### src/hdl/msasp_pkg.sv
// Shared constants, substitution tables and residue classification for the sum-of-pairs scorer.
package msasp_pkg;

    localparam int MAX_SEQS       = 256;
    localparam int COUNT_W        = $clog2(MAX_SEQS + 1);
    localparam int RESIDUE_W      = 8;
    localparam int SCORE_CFG_W    = 11;
    localparam int CFG_DATA_W     = 11;
    localparam int CFG_INDEX_W    = 2;
    localparam int NUM_AA         = 20;
    localparam int CLS_W          = 5;
    localparam int SUB_W          = 6;
    localparam int MAX_SUB_ABS    = 17;
    localparam int MAX_CFG_ABS    = 1024;
    localparam int ACC_W          = $clog2(MAX_SEQS * MAX_SUB_ABS + 1) + 1;
    localparam int PAIR_ADD_W     = $clog2(MAX_SEQS * MAX_CFG_ABS + 1) + 1;
    localparam int COLUMN_TOTAL_W = 27;
    localparam int COLUMN_SCORE_W = 26;
    localparam int RANGE_SCORE_W  = 48;

    localparam logic [RESIDUE_W-1:0] GAP_CHAR  = 8'h2D;
    localparam logic [CLS_W-1:0]     CLS_GAP   = 5'd20;
    localparam logic [CLS_W-1:0]     CLS_OTHER = 5'd21;

    typedef enum logic [CFG_INDEX_W-1:0] {
        REG_MATRIX_SELECT     = 2'd0,
        REG_RESIDUE_GAP_SCORE = 2'd1,
        REG_GAP_GAP_SCORE     = 2'd2
    } cfg_index_t;

    typedef logic signed [SUB_W-1:0] sub_entry_t;
    typedef sub_entry_t sub_row_t [NUM_AA];
    typedef sub_row_t sub_table_t [NUM_AA];

    // Rows and columns follow the order A R N D C Q E G H I L K M F P S T W Y V.
    localparam sub_table_t BLOSUM62 = '{
        '{ 6'sd4, -6'sd1, -6'sd2, -6'sd2, 6'sd0, -6'sd1, -6'sd1, 6'sd0, -6'sd2, -6'sd1,
           -6'sd1, -6'sd1, -6'sd1, -6'sd2, -6'sd1, 6'sd1, 6'sd0, -6'sd3, -6'sd2, 6'sd0},
        '{-6'sd1, 6'sd5, 6'sd0, -6'sd2, -6'sd3, 6'sd1, 6'sd0, -6'sd2, 6'sd0, -6'sd3,
           -6'sd2, 6'sd2, -6'sd1, -6'sd3, -6'sd2, -6'sd1, -6'sd1, -6'sd3, -6'sd2, -6'sd3},
        '{-6'sd2, 6'sd0, 6'sd6, 6'sd1, -6'sd3, 6'sd0, 6'sd0, 6'sd0, 6'sd1, -6'sd3,
           -6'sd3, 6'sd0, -6'sd2, -6'sd3, -6'sd2, 6'sd1, 6'sd0, -6'sd4, -6'sd2, -6'sd3},
        '{-6'sd2, -6'sd2, 6'sd1, 6'sd6, -6'sd3, 6'sd0, 6'sd2, -6'sd1, -6'sd1, -6'sd3,
           -6'sd4, -6'sd1, -6'sd3, -6'sd3, -6'sd1, 6'sd0, -6'sd1, -6'sd4, -6'sd3, -6'sd3},
        '{ 6'sd0, -6'sd3, -6'sd3, -6'sd3, 6'sd9, -6'sd3, -6'sd4, -6'sd3, -6'sd3, -6'sd1,
           -6'sd1, -6'sd3, -6'sd1, -6'sd2, -6'sd3, -6'sd1, -6'sd1, -6'sd2, -6'sd2, -6'sd1},
        '{-6'sd1, 6'sd1, 6'sd0, 6'sd0, -6'sd3, 6'sd5, 6'sd2, -6'sd2, 6'sd0, -6'sd3,
           -6'sd2, 6'sd1, 6'sd0, -6'sd3, -6'sd1, 6'sd0, -6'sd1, -6'sd2, -6'sd1, -6'sd2},
        '{-6'sd1, 6'sd0, 6'sd0, 6'sd2, -6'sd4, 6'sd2, 6'sd5, -6'sd2, 6'sd0, -6'sd3,
           -6'sd3, 6'sd1, -6'sd2, -6'sd3, -6'sd1, 6'sd0, -6'sd1, -6'sd3, -6'sd2, -6'sd2},
        '{ 6'sd0, -6'sd2, 6'sd0, -6'sd1, -6'sd3, -6'sd2, -6'sd2, 6'sd6, -6'sd2, -6'sd4,
           -6'sd4, -6'sd2, -6'sd3, -6'sd3, -6'sd2, 6'sd0, -6'sd2, -6'sd2, -6'sd3, -6'sd3},
        '{-6'sd2, 6'sd0, 6'sd1, -6'sd1, -6'sd3, 6'sd0, 6'sd0, -6'sd2, 6'sd8, -6'sd3,
           -6'sd3, -6'sd1, -6'sd2, -6'sd1, -6'sd2, -6'sd1, -6'sd2, -6'sd2, 6'sd2, -6'sd3},
        '{-6'sd1, -6'sd3, -6'sd3, -6'sd3, -6'sd1, -6'sd3, -6'sd3, -6'sd4, -6'sd3, 6'sd4,
           6'sd2, -6'sd3, 6'sd1, 6'sd0, -6'sd3, -6'sd2, -6'sd1, -6'sd3, -6'sd1, 6'sd3},
        '{-6'sd1, -6'sd2, -6'sd3, -6'sd4, -6'sd1, -6'sd2, -6'sd3, -6'sd4, -6'sd3, 6'sd2,
           6'sd4, -6'sd2, 6'sd2, 6'sd0, -6'sd3, -6'sd2, -6'sd1, -6'sd2, -6'sd1, 6'sd1},
        '{-6'sd1, 6'sd2, 6'sd0, -6'sd1, -6'sd3, 6'sd1, 6'sd1, -6'sd2, -6'sd1, -6'sd3,
           -6'sd2, 6'sd5, -6'sd1, -6'sd3, -6'sd1, 6'sd0, -6'sd1, -6'sd3, -6'sd2, -6'sd2},
        '{-6'sd1, -6'sd1, -6'sd2, -6'sd3, -6'sd1, 6'sd0, -6'sd2, -6'sd3, -6'sd2, 6'sd1,
           6'sd2, -6'sd1, 6'sd5, 6'sd0, -6'sd2, -6'sd1, -6'sd1, -6'sd1, -6'sd1, 6'sd1},
        '{-6'sd2, -6'sd3, -6'sd3, -6'sd3, -6'sd2, -6'sd3, -6'sd3, -6'sd3, -6'sd1, 6'sd0,
           6'sd0, -6'sd3, 6'sd0, 6'sd6, -6'sd4, -6'sd2, -6'sd2, 6'sd1, 6'sd3, -6'sd1},
        '{-6'sd1, -6'sd2, -6'sd2, -6'sd1, -6'sd3, -6'sd1, -6'sd1, -6'sd2, -6'sd2, -6'sd3,
           -6'sd3, -6'sd1, -6'sd2, -6'sd4, 6'sd7, -6'sd1, -6'sd1, -6'sd4, -6'sd3, -6'sd2},
        '{ 6'sd1, -6'sd1, 6'sd1, 6'sd0, -6'sd1, 6'sd0, 6'sd0, 6'sd0, -6'sd1, -6'sd2,
           -6'sd2, 6'sd0, -6'sd1, -6'sd2, -6'sd1, 6'sd4, 6'sd1, -6'sd3, -6'sd2, -6'sd2},
        '{ 6'sd0, -6'sd1, 6'sd0, -6'sd1, -6'sd1, -6'sd1, -6'sd1, -6'sd2, -6'sd2, -6'sd1,
           -6'sd1, -6'sd1, -6'sd1, -6'sd2, -6'sd1, 6'sd1, 6'sd5, -6'sd2, -6'sd2, 6'sd0},
        '{-6'sd3, -6'sd3, -6'sd4, -6'sd4, -6'sd2, -6'sd2, -6'sd3, -6'sd2, -6'sd2, -6'sd3,
           -6'sd2, -6'sd3, -6'sd1, 6'sd1, -6'sd4, -6'sd3, -6'sd2, 6'sd11, 6'sd2, -6'sd3},
        '{-6'sd2, -6'sd2, -6'sd2, -6'sd3, -6'sd2, -6'sd1, -6'sd2, -6'sd3, 6'sd2, -6'sd1,
           -6'sd1, -6'sd2, -6'sd1, 6'sd3, -6'sd3, -6'sd2, -6'sd2, 6'sd2, 6'sd7, -6'sd1},
        '{ 6'sd0, -6'sd3, -6'sd3, -6'sd3, -6'sd1, -6'sd2, -6'sd2, -6'sd3, -6'sd3, 6'sd3,
           6'sd1, -6'sd2, 6'sd1, -6'sd1, -6'sd2, -6'sd2, 6'sd0, -6'sd3, -6'sd1, 6'sd4}
    };

    localparam sub_table_t PAM250 = '{
        '{ 6'sd2, -6'sd2, 6'sd0, 6'sd0, -6'sd2, 6'sd0, 6'sd0, 6'sd1, -6'sd1, -6'sd1,
           -6'sd2, -6'sd1, -6'sd1, -6'sd3, 6'sd1, 6'sd1, 6'sd1, -6'sd6, -6'sd3, 6'sd0},
        '{-6'sd2, 6'sd6, 6'sd0, -6'sd1, -6'sd4, 6'sd1, -6'sd1, -6'sd3, 6'sd2, -6'sd2,
           -6'sd3, 6'sd3, 6'sd0, -6'sd4, 6'sd0, 6'sd0, -6'sd1, 6'sd2, -6'sd4, -6'sd2},
        '{ 6'sd0, 6'sd0, 6'sd2, 6'sd2, -6'sd4, 6'sd1, 6'sd1, 6'sd0, 6'sd2, -6'sd2,
           -6'sd3, 6'sd1, -6'sd2, -6'sd3, 6'sd0, 6'sd1, 6'sd0, -6'sd4, -6'sd2, -6'sd2},
        '{ 6'sd0, -6'sd1, 6'sd2, 6'sd4, -6'sd5, 6'sd2, 6'sd3, 6'sd1, 6'sd1, -6'sd2,
           -6'sd4, 6'sd0, -6'sd3, -6'sd6, -6'sd1, 6'sd0, 6'sd0, -6'sd7, -6'sd4, -6'sd2},
        '{-6'sd2, -6'sd4, -6'sd4, -6'sd5, 6'sd12, -6'sd5, -6'sd5, -6'sd3, -6'sd3, -6'sd2,
           -6'sd6, -6'sd5, -6'sd5, -6'sd4, -6'sd3, 6'sd0, -6'sd2, -6'sd8, 6'sd0, -6'sd2},
        '{ 6'sd0, 6'sd1, 6'sd1, 6'sd2, -6'sd5, 6'sd4, 6'sd2, -6'sd1, 6'sd3, -6'sd2,
           -6'sd2, 6'sd1, -6'sd1, -6'sd5, 6'sd0, -6'sd1, -6'sd1, -6'sd5, -6'sd4, -6'sd2},
        '{ 6'sd0, -6'sd1, 6'sd1, 6'sd3, -6'sd5, 6'sd2, 6'sd4, 6'sd0, 6'sd1, -6'sd2,
           -6'sd3, 6'sd0, -6'sd2, -6'sd5, -6'sd1, 6'sd0, 6'sd0, -6'sd7, -6'sd4, -6'sd2},
        '{ 6'sd1, -6'sd3, 6'sd0, 6'sd1, -6'sd3, -6'sd1, 6'sd0, 6'sd5, -6'sd2, -6'sd3,
           -6'sd4, -6'sd2, -6'sd3, -6'sd5, 6'sd0, 6'sd1, 6'sd0, -6'sd7, -6'sd5, -6'sd1},
        '{-6'sd1, 6'sd2, 6'sd2, 6'sd1, -6'sd3, 6'sd3, 6'sd1, -6'sd2, 6'sd6, -6'sd2,
           -6'sd2, 6'sd0, -6'sd2, -6'sd2, 6'sd0, -6'sd1, -6'sd1, -6'sd3, 6'sd0, -6'sd2},
        '{-6'sd1, -6'sd2, -6'sd2, -6'sd2, -6'sd2, -6'sd2, -6'sd2, -6'sd3, -6'sd2, 6'sd5,
           6'sd2, -6'sd2, 6'sd2, 6'sd1, -6'sd2, -6'sd1, 6'sd0, -6'sd5, -6'sd1, 6'sd4},
        '{-6'sd2, -6'sd3, -6'sd3, -6'sd4, -6'sd6, -6'sd2, -6'sd3, -6'sd4, -6'sd2, 6'sd2,
           6'sd6, -6'sd3, 6'sd4, 6'sd2, -6'sd3, -6'sd3, -6'sd2, -6'sd2, -6'sd1, 6'sd2},
        '{-6'sd1, 6'sd3, 6'sd1, 6'sd0, -6'sd5, 6'sd1, 6'sd0, -6'sd2, 6'sd0, -6'sd2,
           -6'sd3, 6'sd5, 6'sd0, -6'sd5, -6'sd1, 6'sd0, 6'sd0, -6'sd3, -6'sd4, -6'sd2},
        '{-6'sd1, 6'sd0, -6'sd2, -6'sd3, -6'sd5, -6'sd1, -6'sd2, -6'sd3, -6'sd2, 6'sd2,
           6'sd4, 6'sd0, 6'sd6, 6'sd0, -6'sd2, -6'sd2, -6'sd1, -6'sd4, -6'sd2, 6'sd2},
        '{-6'sd3, -6'sd4, -6'sd3, -6'sd6, -6'sd4, -6'sd5, -6'sd5, -6'sd5, -6'sd2, 6'sd1,
           6'sd2, -6'sd5, 6'sd0, 6'sd9, -6'sd5, -6'sd3, -6'sd3, 6'sd0, 6'sd7, -6'sd1},
        '{ 6'sd1, 6'sd0, 6'sd0, -6'sd1, -6'sd3, 6'sd0, -6'sd1, 6'sd0, 6'sd0, -6'sd2,
           -6'sd3, -6'sd1, -6'sd2, -6'sd5, 6'sd6, 6'sd1, 6'sd0, -6'sd6, -6'sd5, -6'sd1},
        '{ 6'sd1, 6'sd0, 6'sd1, 6'sd0, 6'sd0, -6'sd1, 6'sd0, 6'sd1, -6'sd1, -6'sd1,
           -6'sd3, 6'sd0, -6'sd2, -6'sd3, 6'sd1, 6'sd2, 6'sd1, -6'sd2, -6'sd3, -6'sd1},
        '{ 6'sd1, -6'sd1, 6'sd0, 6'sd0, -6'sd2, -6'sd1, 6'sd0, 6'sd0, -6'sd1, 6'sd0,
           -6'sd2, 6'sd0, -6'sd1, -6'sd3, 6'sd0, 6'sd1, 6'sd3, -6'sd5, -6'sd3, 6'sd0},
        '{-6'sd6, 6'sd2, -6'sd4, -6'sd7, -6'sd8, -6'sd5, -6'sd7, -6'sd7, -6'sd3, -6'sd5,
           -6'sd2, -6'sd3, -6'sd4, 6'sd0, -6'sd6, -6'sd2, -6'sd5, 6'sd17, 6'sd0, -6'sd6},
        '{-6'sd3, -6'sd4, -6'sd2, -6'sd4, 6'sd0, -6'sd4, -6'sd4, -6'sd5, 6'sd0, -6'sd1,
           -6'sd1, -6'sd4, -6'sd2, 6'sd7, -6'sd5, -6'sd3, -6'sd3, 6'sd0, 6'sd10, -6'sd2},
        '{ 6'sd0, -6'sd2, -6'sd2, -6'sd2, -6'sd2, -6'sd2, -6'sd2, -6'sd1, -6'sd2, 6'sd4,
           6'sd2, -6'sd2, 6'sd2, -6'sd1, -6'sd1, -6'sd1, 6'sd0, -6'sd6, -6'sd2, 6'sd4}
    };

    // Maps an ASCII character to its table index, the gap class or the catch-all class.
    function automatic logic [CLS_W-1:0] classify(input logic [RESIDUE_W-1:0] ch);
        logic [CLS_W-1:0] cls;
        unique case (ch)
            8'h41:    cls = 5'd0;   // A
            8'h52:    cls = 5'd1;   // R
            8'h4E:    cls = 5'd2;   // N
            8'h44:    cls = 5'd3;   // D
            8'h43:    cls = 5'd4;   // C
            8'h51:    cls = 5'd5;   // Q
            8'h45:    cls = 5'd6;   // E
            8'h47:    cls = 5'd7;   // G
            8'h48:    cls = 5'd8;   // H
            8'h49:    cls = 5'd9;   // I
            8'h4C:    cls = 5'd10;  // L
            8'h4B:    cls = 5'd11;  // K
            8'h4D:    cls = 5'd12;  // M
            8'h46:    cls = 5'd13;  // F
            8'h50:    cls = 5'd14;  // P
            8'h53:    cls = 5'd15;  // S
            8'h54:    cls = 5'd16;  // T
            8'h57:    cls = 5'd17;  // W
            8'h59:    cls = 5'd18;  // Y
            8'h56:    cls = 5'd19;  // V
            GAP_CHAR: cls = CLS_GAP;
            default:  cls = CLS_OTHER;
        endcase
        return cls;
    endfunction

endpackage

### src/hdl/msasp_if.sv
// Valid/ready channel interfaces for residue items and column results.
interface msasp_item_if;
    import msasp_pkg::*;

    logic                 valid;
    logic                 ready;
    logic [RESIDUE_W-1:0] residue;
    logic                 end_of_column;
    logic                 end_of_range;

    modport source (output valid, residue, end_of_column, end_of_range, input ready);
    modport sink   (input valid, residue, end_of_column, end_of_range, output ready);
endinterface

interface msasp_result_if;
    import msasp_pkg::*;

    logic                             valid;
    logic                             ready;
    logic signed [COLUMN_SCORE_W-1:0] column_score;
    logic signed [RANGE_SCORE_W-1:0]  range_score;
    logic                             range_done;

    modport source (output valid, column_score, range_score, range_done, input ready);
    modport sink   (input valid, column_score, range_score, range_done, output ready);
endinterface

### src/hdl/msa_sum_of_pairs_scorer_top.sv
// Top level of the sum-of-pairs column scorer: configuration, pipeline and result register.
//
// Residues enter on the items channel, one per transfer, column by column; end_of_column
// marks the last residue of a column and end_of_range marks a column that closes a range.
// Each column end produces one transfer on the results channel carrying the column score,
// the saturating range total including that column, and range_done; after range_done the
// total restarts from zero. Items without end_of_column produce no result.
// A residue is taken in every cycle while the input register is free. The pipeline has an input
// register, a pair-score register and a column-score register ahead of the result register.
// The pair score of each residue comes from the residue and gap counts and per-class table
// sums kept in flip-flops, so the per-residue update is small multiply-adds and no loop
// over earlier residues.
// When the results side stalls, the result register holds its value and each stage keeps
// moving until it meets a full stage; items are still taken while the stages behind the
// result register have room.
// Configuration is written through cfg_write, cfg_index and cfg_data while no item is in
// flight; the user must ensure it, the block does not. Reset clears the configuration, the
// counts, the column and range totals and all stage valid flags; no clearing pass is needed.
module msa_sum_of_pairs_scorer_top
(
    input  logic                                   clk,
    input  logic                                   rst_n,
    input  logic                                   cfg_write,
    input  logic [msasp_pkg::CFG_INDEX_W-1:0]      cfg_index,
    input  logic [msasp_pkg::CFG_DATA_W-1:0]       cfg_data,
    msasp_item_if.sink                             items,
    msasp_result_if.source                         results
);
    import msasp_pkg::*;

    function automatic logic signed [COLUMN_TOTAL_W-1:0] sat_total(
        input logic signed [COLUMN_TOTAL_W:0] v);
        logic signed [COLUMN_TOTAL_W-1:0] r;
        if (v[COLUMN_TOTAL_W] != v[COLUMN_TOTAL_W-1])
        begin
            r = v[COLUMN_TOTAL_W] ? {1'b1, {(COLUMN_TOTAL_W - 1){1'b0}}}
                                  : {1'b0, {(COLUMN_TOTAL_W - 1){1'b1}}};
        end
        else
        begin
            r = v[COLUMN_TOTAL_W-1:0];
        end
        return r;
    endfunction

    function automatic logic signed [COLUMN_SCORE_W-1:0] sat_column(
        input logic signed [COLUMN_TOTAL_W-1:0] v);
        logic signed [COLUMN_SCORE_W-1:0] r;
        if (v[COLUMN_TOTAL_W-1:COLUMN_SCORE_W-1] != {(COLUMN_TOTAL_W - COLUMN_SCORE_W + 1)
                                                    {v[COLUMN_TOTAL_W-1]}})
        begin
            r = v[COLUMN_TOTAL_W-1] ? {1'b1, {(COLUMN_SCORE_W - 1){1'b0}}}
                                    : {1'b0, {(COLUMN_SCORE_W - 1){1'b1}}};
        end
        else
        begin
            r = v[COLUMN_SCORE_W-1:0];
        end
        return r;
    endfunction

    function automatic logic signed [RANGE_SCORE_W-1:0] sat_range(
        input logic signed [RANGE_SCORE_W:0] v);
        logic signed [RANGE_SCORE_W-1:0] r;
        if (v[RANGE_SCORE_W] != v[RANGE_SCORE_W-1])
        begin
            r = v[RANGE_SCORE_W] ? {1'b1, {(RANGE_SCORE_W - 1){1'b0}}}
                                 : {1'b0, {(RANGE_SCORE_W - 1){1'b1}}};
        end
        else
        begin
            r = v[RANGE_SCORE_W-1:0];
        end
        return r;
    endfunction

    // Configuration registers.
    logic                          matrix_select_reg;
    logic signed [SCORE_CFG_W-1:0] residue_gap_score_reg;
    logic signed [SCORE_CFG_W-1:0] gap_gap_score_reg;

    // Input register.
    logic                 s1_valid_reg;
    logic [RESIDUE_W-1:0] s1_residue_reg;
    logic                 s1_eoc_reg;
    logic                 s1_eor_reg;

    // Pair-score register.
    logic                         s2_valid_reg;
    logic signed [PAIR_ADD_W-1:0] s2_add_reg;
    logic                         s2_eoc_reg;
    logic                         s2_eor_reg;

    // Column accumulation and finished column score.
    logic signed [COLUMN_TOTAL_W-1:0] column_total_reg;
    logic                             s3_valid_reg;
    logic signed [COLUMN_SCORE_W-1:0] s3_col_reg;
    logic                             s3_eor_reg;

    // Range total and result register.
    logic signed [RANGE_SCORE_W-1:0]  range_total_reg;
    logic                             out_valid_reg;
    logic signed [COLUMN_SCORE_W-1:0] out_col_reg;
    logic signed [RANGE_SCORE_W-1:0]  out_range_reg;
    logic                             out_done_reg;

    logic                             out_free;
    logic                             s3_free;
    logic                             s2_free;
    logic                             s1_free;
    logic                             adv1;
    logic                             adv2;
    logic                             adv3;
    logic signed [PAIR_ADD_W-1:0]     pair_add;
    logic signed [COLUMN_TOTAL_W-1:0] column_total_next;
    logic signed [COLUMN_SCORE_W-1:0] column_score_next;
    logic signed [RANGE_SCORE_W-1:0]  range_total_next;

    // Each stage moves forward when the stage after it is empty or moving.
    always_comb
    begin
        out_free = !out_valid_reg || results.ready;
        s3_free  = !s3_valid_reg || out_free;
        s2_free  = !s2_valid_reg || s3_free;
        s1_free  = !s1_valid_reg || s2_free;
        adv3     = s3_valid_reg && out_free;
        adv2     = s2_valid_reg && s3_free;
        adv1     = s1_valid_reg && s2_free;
    end

    assign items.ready = s1_free;

    msasp_pair_scorer u_pair_scorer
    (
        .clk               (clk),
        .rst_n             (rst_n),
        .advance           (adv1),
        .residue           (s1_residue_reg),
        .end_of_column     (s1_eoc_reg),
        .matrix_select     (matrix_select_reg),
        .residue_gap_score (residue_gap_score_reg),
        .gap_gap_score     (gap_gap_score_reg),
        .pair_add          (pair_add)
    );

    always_comb
    begin
        column_total_next = sat_total((COLUMN_TOTAL_W + 1)'(column_total_reg)
                                      + (COLUMN_TOTAL_W + 1)'(s2_add_reg));
        column_score_next = sat_column(column_total_next);
        range_total_next  = sat_range((RANGE_SCORE_W + 1)'(range_total_reg)
                                      + (RANGE_SCORE_W + 1)'(s3_col_reg));
    end

    always_ff @(posedge clk or negedge rst_n)
    begin
        if (!rst_n)
        begin
            matrix_select_reg     <= 1'b0;
            residue_gap_score_reg <= '0;
            gap_gap_score_reg     <= '0;
        end
        else if (cfg_write)
        begin
            unique case (cfg_index_t'(cfg_index))
                REG_MATRIX_SELECT:     matrix_select_reg     <= cfg_data[0];
                REG_RESIDUE_GAP_SCORE: residue_gap_score_reg <= cfg_data[SCORE_CFG_W-1:0];
                REG_GAP_GAP_SCORE:     gap_gap_score_reg     <= cfg_data[SCORE_CFG_W-1:0];
                default:               ;
            endcase
        end
    end

    always_ff @(posedge clk or negedge rst_n)
    begin
        if (!rst_n)
        begin
            s1_valid_reg     <= 1'b0;
            s2_valid_reg     <= 1'b0;
            s3_valid_reg     <= 1'b0;
            out_valid_reg    <= 1'b0;
            column_total_reg <= '0;
            range_total_reg  <= '0;
        end
        else
        begin
            if (s1_free)
            begin
                s1_valid_reg <= items.valid;
            end
            if (s2_free)
            begin
                s2_valid_reg <= adv1;
            end
            // Only column ends travel past the column accumulator.
            if (s3_free)
            begin
                s3_valid_reg <= adv2 && s2_eoc_reg;
            end
            if (out_free)
            begin
                out_valid_reg <= adv3;
            end
            if (adv2)
            begin
                column_total_reg <= s2_eoc_reg ? '0 : column_total_next;
            end
            if (adv3)
            begin
                range_total_reg <= s3_eor_reg ? '0 : range_total_next;
            end
        end
    end

    always_ff @(posedge clk)
    begin
        if (s1_free && items.valid)
        begin
            s1_residue_reg <= items.residue;
            s1_eoc_reg     <= items.end_of_column;
            s1_eor_reg     <= items.end_of_range;
        end
        if (adv1)
        begin
            s2_add_reg <= pair_add;
            s2_eoc_reg <= s1_eoc_reg;
            s2_eor_reg <= s1_eor_reg;
        end
        if (adv2 && s2_eoc_reg)
        begin
            s3_col_reg <= column_score_next;
            s3_eor_reg <= s2_eor_reg;
        end
        if (adv3)
        begin
            out_col_reg   <= s3_col_reg;
            out_range_reg <= range_total_next;
            out_done_reg  <= s3_eor_reg;
        end
    end

    assign results.valid        = out_valid_reg;
    assign results.column_score = out_col_reg;
    assign results.range_score  = out_range_reg;
    assign results.range_done   = out_done_reg;

endmodule

### src/hdl/msasp_pair_scorer.sv
// Per-column class counts and the score a new residue adds against all earlier ones.
module msasp_pair_scorer
(
    input  logic                                     clk,
    input  logic                                     rst_n,
    input  logic                                     advance,
    input  logic [msasp_pkg::RESIDUE_W-1:0]          residue,
    input  logic                                     end_of_column,
    input  logic                                     matrix_select,
    input  logic signed [msasp_pkg::SCORE_CFG_W-1:0] residue_gap_score,
    input  logic signed [msasp_pkg::SCORE_CFG_W-1:0] gap_gap_score,
    output logic signed [msasp_pkg::PAIR_ADD_W-1:0]  pair_add
);
    import msasp_pkg::*;

    localparam int PROD_W = COUNT_W + 1 + SCORE_CFG_W;

    logic [COUNT_W-1:0]      seq_cnt_reg;
    logic [COUNT_W-1:0]      gap_cnt_reg;
    // Entry j holds the table score of class j against every amino acid seen so far.
    logic signed [ACC_W-1:0] blosum_acc_reg [NUM_AA];
    logic signed [ACC_W-1:0] pam_acc_reg [NUM_AA];

    logic [CLS_W-1:0]        cls;
    logic [CLS_W-1:0]        aa_idx;
    logic                    counted;
    logic                    is_gap;
    logic                    is_aa;
    logic [COUNT_W-1:0]      non_gap_cnt;
    logic signed [ACC_W-1:0] row_acc;
    logic signed [PROD_W-1:0] gap_prod;
    logic signed [PROD_W-1:0] non_gap_prod;
    logic signed [PROD_W:0]   add_full;

    always_comb
    begin
        cls          = classify(residue);
        counted      = seq_cnt_reg < COUNT_W'(MAX_SEQS);
        is_gap       = cls == CLS_GAP;
        is_aa        = cls < CLS_W'(NUM_AA);
        aa_idx       = is_aa ? cls : '0;
        non_gap_cnt  = seq_cnt_reg - gap_cnt_reg;
        row_acc      = matrix_select ? pam_acc_reg[aa_idx] : blosum_acc_reg[aa_idx];
        gap_prod     = PROD_W'($signed({1'b0, gap_cnt_reg}))
                       * PROD_W'(is_gap ? gap_gap_score : residue_gap_score);
        non_gap_prod = PROD_W'($signed({1'b0, non_gap_cnt})) * PROD_W'(residue_gap_score);

        if (!counted)
        begin
            add_full = '0;
        end
        else if (is_gap)
        begin
            add_full = (PROD_W + 1)'(gap_prod) + (PROD_W + 1)'(non_gap_prod);
        end
        else if (is_aa)
        begin
            add_full = (PROD_W + 1)'(gap_prod) + (PROD_W + 1)'(row_acc);
        end
        else
        begin
            add_full = (PROD_W + 1)'(gap_prod);
        end
    end

    // The magnitude is bounded by MAX_SEQS times the largest gap score.
    assign pair_add = add_full[PAIR_ADD_W-1:0];

    always_ff @(posedge clk or negedge rst_n)
    begin
        if (!rst_n)
        begin
            seq_cnt_reg <= '0;
            gap_cnt_reg <= '0;
            for (int j = 0; j < NUM_AA; j++)
            begin
                blosum_acc_reg[j] <= '0;
                pam_acc_reg[j]    <= '0;
            end
        end
        else if (advance)
        begin
            if (end_of_column)
            begin
                seq_cnt_reg <= '0;
                gap_cnt_reg <= '0;
                for (int j = 0; j < NUM_AA; j++)
                begin
                    blosum_acc_reg[j] <= '0;
                    pam_acc_reg[j]    <= '0;
                end
            end
            else if (counted)
            begin
                seq_cnt_reg <= seq_cnt_reg + COUNT_W'(1);
                if (is_gap)
                begin
                    gap_cnt_reg <= gap_cnt_reg + COUNT_W'(1);
                end
                if (is_aa)
                begin
                    for (int j = 0; j < NUM_AA; j++)
                    begin
                        blosum_acc_reg[j] <= blosum_acc_reg[j] + ACC_W'(BLOSUM62[j][aa_idx]);
                        pam_acc_reg[j]    <= pam_acc_reg[j] + ACC_W'(PAM250[j][aa_idx]);
                    end
                end
            end
        end
    end

endmodule

### src/flat_wrapper.sv
// flat-port wrapper written by rule: the top's interface ports become plain ports
module msa_sum_of_pairs_scorer_top_flat import msasp_pkg::*;
  (clk, rst_n, cfg_write, cfg_index, cfg_data, items_valid, items_residue, items_end_of_column, items_end_of_range, items_ready, results_valid, results_column_score, results_range_score, results_range_done, results_ready);
  msasp_item_if items_i ();
  msasp_result_if results_i ();
  input  logic clk;
  input  logic rst_n;
  input  logic cfg_write;
  input  logic [msasp_pkg::CFG_INDEX_W-1:0] cfg_index;
  input  logic [msasp_pkg::CFG_DATA_W-1:0] cfg_data;
  input wire logic [$bits(items_i.valid)-1:0] items_valid;
  input wire logic [$bits(items_i.residue)-1:0] items_residue;
  input wire logic [$bits(items_i.end_of_column)-1:0] items_end_of_column;
  input wire logic [$bits(items_i.end_of_range)-1:0] items_end_of_range;
  output wire logic [$bits(items_i.ready)-1:0] items_ready;
  output wire logic [$bits(results_i.valid)-1:0] results_valid;
  output wire logic [$bits(results_i.column_score)-1:0] results_column_score;
  output wire logic [$bits(results_i.range_score)-1:0] results_range_score;
  output wire logic [$bits(results_i.range_done)-1:0] results_range_done;
  input wire logic [$bits(results_i.ready)-1:0] results_ready;
  assign items_i.valid = items_valid;
  assign items_i.residue = items_residue;
  assign items_i.end_of_column = items_end_of_column;
  assign items_i.end_of_range = items_end_of_range;
  assign items_ready = items_i.ready;
  assign results_valid = results_i.valid;
  assign results_column_score = results_i.column_score;
  assign results_range_score = results_i.range_score;
  assign results_range_done = results_i.range_done;
  assign results_i.ready = results_ready;
  msa_sum_of_pairs_scorer_top u_core (.clk(clk), .rst_n(rst_n), .cfg_write(cfg_write), .cfg_index(cfg_index), .cfg_data(cfg_data), .items(items_i), .results(results_i));
endmodule
### config.mk
export PLATFORM = sky130hd
export DESIGN_NAME = msa_sum_of_pairs_scorer_top_flat
export DESIGN_NICKNAME = d
export VERILOG_FILES = /design/src/hdl/msasp_pkg.sv /design/src/hdl/msasp_if.sv /design/src/hdl/msa_sum_of_pairs_scorer_top.sv /design/src/hdl/msasp_pair_scorer.sv /design/src/flat_wrapper.sv
export SDC_FILE = /design/constraint.sdc
export NUM_CORES = 2
export LEC_CHECK = 0
export ABC_AREA = 1
export BUFFER_PORTS_ARGS = -buffer_cell sky130_fd_sc_hd__buf_4
export CAP_MARGIN = 20
export CORE_MARGIN = 5
export CORE_UTILIZATION = 44
export CTS_CLUSTER_SIZE = 24
export DETAILED_ROUTE_END_ITERATION = 6
export PLACE_DENSITY = 0.61
export SLEW_MARGIN = 30
export SYNTH_ARGS = -nofsm -noshare
export SYNTH_HDL_FRONTEND = slang
export SYNTH_HIERARCHICAL = 1
export SYNTH_SLANG_ARGS = --single-unit
### constraint.sdc
create_clock -name clk -period 11.3 [get_ports clk]
set_input_delay 1.13 -clock clk [delete_from_list [all_inputs] [get_ports clk]]
set_output_delay 1.13 -clock clk [all_outputs]
set_load 0.1 [all_outputs]
==> reports/qor.yml <==
global_routing:
  track_usage: 0.286
  grt_overflow: 0
  grt_max_degree: 169
  antenna_found_initial: 3
  grt_pass1_vias: 65400
  grt_pass1_wl_mm: 391
sta:
  fin_worst_skew_ps: 56.3
  fin_ws_ps: 970
  fin_tns_setup_ps: 0
  fmax_mhz: 96.8
  rsz0062_at_grt: "no"
  min_period_ps: 10330
  setup_viol: 0
  tightest_slew_ps: 1070
  min_period_over_period: 0.914
  hold_violations: 0
  drv_slew: 0
  relSlewSlack: 0.284
die:
  initial_core_util: 0.443
  num_io_pins: 105
  dieWidth_um: 418
  core-area_um2: 165000
  dieArea_um2: 175000
  die_height_um: 418
  fp-row-count: 149
drt:
  vias: 68598
  ant_nets: 0
  drc_errors: 0
  vias_per_cell: 5.60
  drt_pass1_iterations: 6
  dr.first_iter.drc_count: 6533
  wl_per_cell_um: 20.9
  drt-total-wl_mm: 257
worst_setup_path:
  slowest_delay_ps: 520
  criticalPathCategory: "flop to flop"
  cp.arrival_ps: 10810
  startpoint_type: "flop"
  critPathCaptureType: "flop"
  cp.buffers_inverters: 13
  reg2reg_from: "u_core/s1_residue_reg[1]"
  rrSetupSlack_ps: 970
  crit_family: "adder cells"
  critPathLaunch: "u_core/s1_residue_reg[1]"
  reg2reg_to: "u_core/s2_add_reg[19]"
  crit_fanout: 15
  crit_required_ps: 11780
  r2r_cells: 48
  cp_slowest_cell: "fa_1"
synth:
  synth.top_cells.by_count: "nand2_1 (2146), inv_1 (1479), nor2_1 (968), o21ai_0 (923), a21oi_1 (831)"
  yosysWarnings: 6
  synth.area.top_cells: "dfrtp_1 (23%), ha_1 (12%), nand2_1 (11%)"
  synth_area_um2: 73300
  synth_top_area_frac: 0.232
  synthFlopType: "dfrtp_1"
  ys_seq_elements: 814
  async_flop_share: 0.835
  ys_types: 63
  syn-num-nets: 10993
  synth_edf_count: 134
  yosysMostFrequentCell: "nand2_1"
  synth_seq_area_share: 0.287
  synth_area_per_cell_um2: 7.33
  yosysTopAreaCell: "dfrtp_1"
  syn_inst: 10004
cells_and_area:
  nets: 10972
  stdcell_area_um2: 79800
  fill_cells: 16383
  final_util: 0.483
  antenna_cells: 0
  area_delta_synth_final_pct: 8.82
  final_cells: 12259
  drive_gt1_frac: 0.0525
clock_network:
  cts_setup_buffers: 0
  cts_sinks: 814
  htreeDepth: 3
  clk_pin_slew_ps: 60
  cts_buffer_depth: 3
  numCtsBuffers: 102
  insertion_delay_ps: 780
  cts_tree: "yes"
  cts_resized: 0
  root_buffer: "clkbuf_16"
  ctsHoldBuffers: 0
run:
  cap_violations: 0
pwr:
  leakage_nw: 40.2
  peakVddDrop_uv: 325
  p_per_area_nw_per_um2: 254
placement:
  gp_congestion: 1.02
  placedInstanceArea_um2: 76200
  io_buffers: 104
  place_inst: 12064
  pre_cts_slack_ps: 959
  dpl.hpwl_mm: 190
status:
  status: "finished, final reports clean"
hold_path:
  hold_path_class: "input port to async pin"
cell usage in the layout, fill, tap and decap left out, types with 10 or more instances in the layout:
master     instances
a211oi_1          11
a21o_1            20
a21oi_1          831
a22o_1            73
a22oi_1           12
a31oi_1           22
a32o_1            12
buf_4            171
clkbuf_1          21
clkbuf_16        106
clkbuf_8          24
clkinv_2          20
dfrtp_1          680
edfxtp_1         134
fa_1             230
ha_1             731
inv_1           1474
inv_2             27
nand2_1         2143
nand2_2           27
nand2_4           32
nand3_1          276
nand4_1           49
nor2_1           963
nor2_2            31
nor3_1            93
o2111ai_1         23
o211ai_1          40
o21ai_0          923
o21ai_1           30
o21ai_2           14
o21bai_1          81
o221ai_1          57
o22ai_1          211
o31ai_1           43
or2_2             10
xnor2_1           61
xor2_1           235
power by group:
part / total [W] / switching [W] / leakage (nW) / internal, W
Clock: 0.00349 / 0.00145 / 1.74 / 0.00204
Combinational: 0.0125 / 0.00847 / 27.9 / 0.00405
Sequential: 0.00427 / 0.000444 / 10.5 / 0.00383
Total: 0.0203 / 0.0104 / 40.2 / 0.00991
how the worst max path moves through the flow:
stage	endpoint	slack [ps]	cells past startpoint
2_1_floorplan	u_core/s2_add_reg[19]	2170	47
3_3_place_gp	u_core/s2_add_reg[19]	930	48
3_5_place_dp	u_core/s2_add_reg[19]	960	48
4_1_cts	u_core/s2_add_reg[19]	940	48
5_1_grt	u_core/s2_add_reg[19]	90	48
6_report	u_core/s2_add_reg[19]	970	48
routing by layer:
layer  GRT usage  wire length [um]  vias up
met5           0                12        -
met4      0.0810              7240        2
met3      0.0485             19700      336
met2       0.442            113000     2249
met1       0.411            117000    32977
li1            -                 -    33034
layout make-up:
cell class,count,area [um^2],area share
Multi-Input combinational cell,7368,45200,0.566
Clock inverter,40,463,0.00580
Timing Repair Buffer,188,1610,0.0202
Inverter,1509,5680,0.0712
Tap cell,2189,2740,0.0343
Clock buffer,151,3060,0.0384
Sequential cell,814,21000,0.264
metrics by stage:
step / hold slack, ps / total power (W)
finish: 359 / 0.0203
global route: 389 / 0.0220
CTS: 341 / 0.0202
detailed placement: 426 / 0.0167
global placement: 411 / 0.0165
floorplan: 400 / 0.0134
logic make-up after synthesis:
group | Yosys count | synth area share
xor gates and xnor gates | 296 | 0.0353
and+or+nand+nor | 3667 | 0.203
adders and majority gates | 961 | 0.187
DFF | 814 | 0.287
buffers and inverters | 1822 | 0.0976
AOI/OAI and AO/OA | 2444 | 0.189
worst register-to-register path: cells and delay by family, from the launching register on:
kind,cells,cell delay (ps)
adder cells (fa/ha/maj),10,4600
AND/OR/NAND/NOR,18,2240
AO/OA/AOI/OAI,5,1010
XOR/XNOR,2,600
flip-flops,1,470
buffers and inverters,13,1150
Power figures use the tool's default switching activity.
